<file path="src/rtl/mpae_pkg.sv">
`timescale 1ns / 1ps
package mpae_pkg;

  // Plane and window limits
  localparam int unsigned MaxSide     = 64;
  localparam int unsigned PlaneCells  = MaxSide * MaxSide;
  localparam int unsigned PlaneAw     = $clog2(PlaneCells);
  localparam int unsigned MaxOutSide  = 128;
  localparam int unsigned MaskCells   = MaxOutSide * MaxOutSide;
  localparam int unsigned MaskAw      = $clog2(MaskCells);
  localparam int unsigned MaxFilter   = 8;
  localparam int unsigned WinCntW     = $clog2(MaxFilter);

  localparam int unsigned GradW       = 24;
  localparam int unsigned SampleW     = 16;
  localparam int unsigned IndexW      = 20;
  localparam int unsigned CfgIdxW     = 3;
  localparam int unsigned CfgDataW    = 7;

  // Request kinds
  localparam logic [1:0] KindLoad  = 2'd0;
  localparam logic [1:0] KindPool  = 2'd1;
  localparam logic [1:0] KindGrad  = 2'd2;
  localparam logic [1:0] KindRead  = 2'd3;

  // Register indexes
  localparam logic [CfgIdxW-1:0] CfgFilterH = 3'd0;
  localparam logic [CfgIdxW-1:0] CfgFilterW = 3'd1;
  localparam logic [CfgIdxW-1:0] CfgStrideR = 3'd2;
  localparam logic [CfgIdxW-1:0] CfgStrideC = 3'd3;
  localparam logic [CfgIdxW-1:0] CfgPadR    = 3'd4;
  localparam logic [CfgIdxW-1:0] CfgPadC    = 3'd5;
  localparam logic [CfgIdxW-1:0] CfgInH     = 3'd6;
  localparam logic [CfgIdxW-1:0] CfgInW     = 3'd7;

  // Controller states
  typedef enum logic [8:0] {
    ST_CLEAR  = 9'b000000001,
    ST_IDLE   = 9'b000000010,
    ST_DECODE = 9'b000000100,
    ST_POOL   = 9'b000001000,
    ST_DRAIN  = 9'b000010000,
    ST_PFIN   = 9'b000100000,
    ST_MRD    = 9'b001000000,
    ST_GADD   = 9'b010000000,
    ST_EMIT   = 9'b100000000
  } state_e;

  // Controller to datapath
  typedef struct packed {
    logic clr_wr;
    logic item_take;
    logic pix_wr;
    logic grad_zero_wr;
    logic grad_rd_item;
    logic mask_rd;
    logic pool_init;
    logic pool_step;
    logic mask_wr;
    logic grad_rd_mask;
    logic grad_sat_wr;
    logic out_load;
  } cmd_t;

  // Datapath to controller
  typedef struct packed {
    logic       clr_done;
    logic [1:0] kind;
    logic       plane_ok;
    logic       out_ok;
    logic       cells_last;
    logic       mask_valid;
    logic       out_free;
  } sts_t;

endpackage

</file>
<file path="src/rtl/mpae_ctrl.sv">
`timescale 1ns / 1ps
module mpae_ctrl (
  input  logic            clk_i,
  input  logic            rst_ni,
  input  logic            in_valid_i,
  output logic            in_ready_o,
  input  mpae_pkg::sts_t  sts_i,
  output mpae_pkg::cmd_t  cmd_o
);

  mpae_pkg::state_e state_q, state_d;

  // State register
  always_ff @(posedge clk_i or negedge rst_ni) begin
    if (!rst_ni) begin
      state_q <= mpae_pkg::ST_CLEAR;
    end else begin
      state_q <= state_d;
    end
  end

  assign in_ready_o = (state_q == mpae_pkg::ST_IDLE);

  // Next state and commands
  always_comb begin
    state_d = state_q;
    cmd_o   = '0;
    case (state_q)
      mpae_pkg::ST_CLEAR: begin
        cmd_o.clr_wr = 1'b1;
        if (sts_i.clr_done) state_d = mpae_pkg::ST_IDLE;
      end
      mpae_pkg::ST_IDLE: begin
        if (in_valid_i) begin
          cmd_o.item_take = 1'b1;
          state_d         = mpae_pkg::ST_DECODE;
        end
      end
      mpae_pkg::ST_DECODE: begin
        state_d = mpae_pkg::ST_IDLE;
        case (sts_i.kind)
          mpae_pkg::KindLoad: begin
            if (sts_i.plane_ok) begin
              cmd_o.pix_wr       = 1'b1;
              cmd_o.grad_zero_wr = 1'b1;
            end
          end
          mpae_pkg::KindRead: begin
            if (sts_i.plane_ok) begin
              cmd_o.grad_rd_item = 1'b1;
              state_d            = mpae_pkg::ST_EMIT;
            end
          end
          mpae_pkg::KindPool: begin
            if (sts_i.out_ok) begin
              cmd_o.pool_init = 1'b1;
              state_d         = mpae_pkg::ST_POOL;
            end
          end
          default: begin
            if (sts_i.out_ok) begin
              cmd_o.mask_rd = 1'b1;
              state_d       = mpae_pkg::ST_MRD;
            end
          end
        endcase
      end
      mpae_pkg::ST_POOL: begin
        cmd_o.pool_step = 1'b1;
        if (sts_i.cells_last) state_d = mpae_pkg::ST_DRAIN;
      end
      mpae_pkg::ST_DRAIN: begin
        state_d = mpae_pkg::ST_PFIN;
      end
      mpae_pkg::ST_PFIN: begin
        cmd_o.mask_wr = 1'b1;
        state_d       = mpae_pkg::ST_EMIT;
      end
      mpae_pkg::ST_MRD: begin
        if (sts_i.mask_valid) begin
          cmd_o.grad_rd_mask = 1'b1;
          state_d            = mpae_pkg::ST_GADD;
        end else begin
          state_d = mpae_pkg::ST_IDLE;
        end
      end
      mpae_pkg::ST_GADD: begin
        cmd_o.grad_sat_wr = 1'b1;
        state_d           = mpae_pkg::ST_IDLE;
      end
      mpae_pkg::ST_EMIT: begin
        if (sts_i.out_free) begin
          cmd_o.out_load = 1'b1;
          state_d        = mpae_pkg::ST_IDLE;
        end
      end
      default: begin
        state_d = mpae_pkg::ST_IDLE;
      end
    endcase
  end

endmodule

</file>
<file path="config.mk">
export PLATFORM = sky130hd
export DESIGN_NAME = mpae_ctrl
export DESIGN_NICKNAME = d
export VERILOG_FILES = /design/src/rtl/mpae_pkg.sv /design/src/rtl/mpae_ctrl.sv
export SDC_FILE = /design/constraint.sdc
export NUM_CORES = 1
export LEC_CHECK = 0
export BUFFER_PORTS_ARGS = -buffer_cell sky130_fd_sc_hd__buf_4
export CELL_PAD_IN_SITES_DETAIL_PLACEMENT = 1
export CELL_PAD_IN_SITES_GLOBAL_PLACEMENT = 1
export CORE_UTILIZATION = 40
export CTS_BUF_LIST = sky130_fd_sc_hd__clkbuf_8
export DETAILED_ROUTE_END_ITERATION = 6
export PLACE_DENSITY = 0.94
export SYNTH_ARGS = -nofsm -noshare
export SYNTH_HDL_FRONTEND = slang
export SYNTH_SLANG_ARGS = --single-unit
</file>
<file path="constraint.sdc">
create_clock -name clk_i -period 3.67 [get_ports clk_i]
set_clock_uncertainty 0.2 [all_clocks]
set_input_delay 0.1835 -clock clk_i [delete_from_list [all_inputs] [get_ports clk_i]]
set_output_delay 0.1835 -clock clk_i [all_outputs]
set_load 0.03 [all_outputs]
</file>
== Word-level counts from Yosys, hierarchy flattened ==
Cells that the tools add are included.

* Input bits: 11
* Output and inout bits: 13
* Register bits after elaboration: 9

* Reductions and logical operators: 3
* Mux-type cells: 28
* Equality and inequality tests: 15

{| class="wikitable"
|+ Operator list
! operator !! count
|-
| $pmux 9 s8 || 1
|-
| $mux 9 || 5
|-
| $pmux 9 s3 || 1
|-
| $mux 1 || 15
|-
| $eq 9x1->1 const B || 1
|-
| $eq 9x2->1 const B || 1
|-
| $eq 9x3->1 const B || 1
|-
| $eq 9x4->1 const B || 1
|-
| $eq 9x5->1 const B || 1
|-
| $eq 9x6->1 const B || 1
|-
| $eq 9x7->1 const B || 1
|-
| $eq 9x8->1 const B || 1
|-
| $eq 9x9->1 const B || 1
|-
| $mux 8 || 1
|-
| $ne 2x2->1 const B || 4
|-
| $mux 7 || 1
|-
| $mux 5 || 1
|-
| $mux 2 || 2
|-
| $mux 4 || 1
|-
| $reduce_and 4->1 || 1
|-
| $reduce_or 3->1 || 1
|-
| $eq 2x1->1 const B || 1
|-
| $eq 2x2->1 const B || 1
|-
| $logic_not 2->1 || 1
|}

== Logic depth before layout (Yosys ltp) ==
* Depth in word-level cells: 4
* Gate-level depth with buffers: 5

== Least setup slack after synthesis ==
OpenSTA, ideal clock, no wires.

* Path type: reg2out
* Start point: register state_q[5]
* End point: output cmd_o[9] (netlist bit)
* Slack: 783 ps
* Data arrival time: 2,504 ps
* Cell stages (with the launch flop): 6
* Path buffers: 2
* Cell sequence: dfrtp_1 > clkbuf_1 > nor3_4 > nand4b_2 > nor4b_1 > buf_4

{| class="wikitable"
|+ RTL lines
! element !! RTL line !! RTL
|-
| start, declared || mpae_ctrl.sv:11 || <nowiki>mpae_pkg::state_e state_q, state_d;</nowiki>
|-
| start signal, assigned || mpae_ctrl.sv:16 || <nowiki>state_q <= mpae_pkg::ST_CLEAR;</nowiki>
|-
| start signal, assigned || mpae_ctrl.sv:18 || <nowiki>state_q <= state_d;</nowiki>
|-
| end, declared || mpae_ctrl.sv:8 || <nowiki>output mpae_pkg::cmd_t cmd_o</nowiki>
|}

==> results.md <==
* Total GRT Usage at 0.2541
* Post-Synthesis Cells at 72
* Leakage at between 0.4 and 0.5 nW
* Clk slew on worst S/H paths at 0.05 ns
* R2R Path End: state_q[1]
* Worst-Margin Slew at between 0.4 and 0.5 ns
* Final setup viols at 0
* WL per Instance at 17.66 um
* Max stage delay on crit path at 0.49 ns
* R2R Path Start: state_q[8]
* CTS sink cnt at 9
* Hold crit path type: input port to flop
* Reg area at around 230 um^2
* Unique cell type count in the Yosys netlist at 32
* Area of the core at 1559 um^2
* Internal reg-to-reg setup slack at roughly 1.8 ns
* Critical path required time at between 3 and 4 ns
* Unrepaired setup endpoints after global routing: no
* Number of global-route vias before repair at between 600 and 700
* Worst VDD drop at about 290 uV
* Total gr overflow at 0
* Nets@finish at 112
* Total CTS buffers at 3
* Die area at 1897 um^2
* Hold wc startpoint: sts_i[1]
* Clk root buf: clkbuf_8
* Number of I/O port buffers at 23
* Post-layout minimum cycle time at roughly 2.5 ns
* Initial core utilization at 0.4430
* CP arrival at about 2.2 ns
* Max FFs per register at 9
* Syn Nets at 83
* Initial DRC count at 16
* Failing checks: design-rule violations
* Filler instances at 180
* Status: complete, but fails checks
* Fin crit share at 0.6901
* Synth Cell Area at 690.7 um^2
* Setup CP Type: flop to output port
* Largest net degree at the start of global routing at 11
* Clk buf depth at 2
* Proportion of layout cells with a drive suffix above 1 at 0.3500
* Largest area contributor in the netlist: dfrtp_1
* Row cnt at 14
* Clk_lat worst skew at 0.24 ns
* Commonest non-fill, non-tap cell in the layout: buf_4
* Power Dens Cells at between 500 and 600 nW/um^2
* First-pass GRT wire length at around 3500 um
* Most flop-heavy register: state_q
* Critical Path Source Type: flop
* Final non-filler cell total at about 120
* Ant diodes at 0
* CTS H-tree depth at 1
* Slew headroom at 0.6957
* Vias at between 600 and 700
* Reg2Reg Depth at 4
* Area Overhead vs Synth at 38.04%
* TritonCTS clock tree: yes
* Max Freq at between 0.3 and 0.4 GHz
* IO Pins at 24
* CP max FO at 10
* Die Height at 43.56 um
* Post-CTS repair timing setup buffer count at 0
* Multi-input logic area at between 400 and 500 um^2
* Final Hold Fails at 0
* Placed insts at 108
* Die width at between 40 and 50 um
* Hold EP: state_q[7]
* Worst Setup End Kind: output port
* Largest regs: state_q: 9 flops
* DRC at 4
* Seq/Total Area, Yosys at 0.3279
* WHS Path Cells at 3
* Syn avg cell area at ~9.6 um^2
* Ranking of synthesized cells by area: dfrtp_1, nor4_4, nand4b_1, dfstp_2, nor2_1
* Vias per cell at between 5 and 6
* Commonest cells after routing, fill and taps aside: buf_4, dfrtp_1, nor2_1, inv_1
* Max-Cap Viols at 0
* Post-CTS Resized at 0
* Top cell type's share of synthesized area at 0.2899
* DRT antenna net count at 0
* Pre-antenna DRT Iters at 5
* Routability cong. at around 0.77
* Dpl hpwl at about 1400 um
* Cell Chain, Critical Path: nor3_4, nand4b_2, nor4b_1, buf_4
* Total negative slack at 0 ns
* Post-synthesis register bit count at 9
* Max-slew violations at 0
* CP max stage cell: nor4b_1
* Initial antenna violation count at 0
* Yosys warning count at 0
* Drt total wl at ~2000 um
## what timing repair did
item                       CTS  global route
hold endpoints to repair    12             0
hold buffers                 4             0
setup endpoints to repair    0             0
## stage by stage
stage | util | hold slack (ns) | setup slack (ns) | total power, W | cell area (um^2)
4_1_cts | 0.6116 | 0.004023 | 1.096 | 0.0004830 | 953.4
3_3_place_gp | 0.5570 | -0.1853 | 1.594 | 0.0003456 | 868.3
5_1_grt | 0.6116 | 0.02677 | 1.015 | 0.0005078 | 953.4
3_5_place_dp | 0.5570 | -0.1813 | 1.403 | 0.0003524 | 868.3
6_report | 0.6116 | 0.01078 | 1.137 | 0.0004811 | 953.4
2_1_floorplan | - | -0.3121 | 0.7826 | 0.0002906 | 690.7
## synthesized netlist by cell type, drive strengths merged
master	instances
dfrtp	8
nor2	7
nor4	6
nand2	5
nand4b	5
nor3	5
inv	4
nand3	4
a21oi	3
nor4b	3
and2	2
and4b	2
clkbuf	2
nand2b	2
nor3b	2
xor2	2
a21o	1
a22oi	1
buf	1
dfstp	1
mux2i	1
nand3b	1
nand4	1
o211a	1
o221ai	1
or3	1
## layer usage
metal | vias to the layer above | wire length, um | track usage
met3 | 2 | 61 | 0.04167
met2 | 20 | 1055 | 0.4239
met4 | 0 | 21 | 0.09375
li1 | 327 | - | -
met5 | - | 0 | 0
met1 | 326 | 911 | 0.3290
## report_power, final
part	switching, W	leakage [nW]	total [W]	internal (W)
combinational	0.000130	0.311	0.000223	0.0000927
sequential	0.0000294	0.119	0.000140	0.000111
clock	0.0000445	0.0269	0.000118	0.0000734
total	0.000204	0.456	0.000481	0.000277
## critical path, delay by kind of cell, from the launching register on
kind,cells,cell delay [ns]
DFF,1,0.48
buffers and inverters,1,0.25
and+or+nand+nor,3,1.19
## cells by family (layout without fill, tap and decap cells)
kind of cell	Yosys count	count (layout)	share of synthesized area
and+or+nand+nor	46	46	0.5109
AOI/OAI and AO/OA	7	7	0.07790
DFF	9	9	0.3279
muxes	1	1	0.01449
xor gates and xnor gates	2	2	0.02537
buffers and inverters	7	35	0.04348
## worst max-delay path by stage
stage,slack [ns],cells past startpoint,from,end
after global placement,1.59,4,state_q[8],cmd_o[9]
after detailed placement,1.40,4,state_q[8],cmd_o[9]
after global routing,1.01,4,state_q[8],cmd_o[9]
final,1.14,4,state_q[8],cmd_o[9]
after floorplan,0.78,5,state_q[5],cmd_o[9]
after CTS,1.10,4,state_q[8],cmd_o[9]
## cell type report
class,instances,area share
multi-input combinational,56,0.4554
timing repair buffer,27,0.2231
sequential,9,0.2375
clock inverter,1,0.003937
clock buffer,3,0.04331
tap,16,0.02100
inverter,4,0.01575
Power figures use the tool's default switching activity.
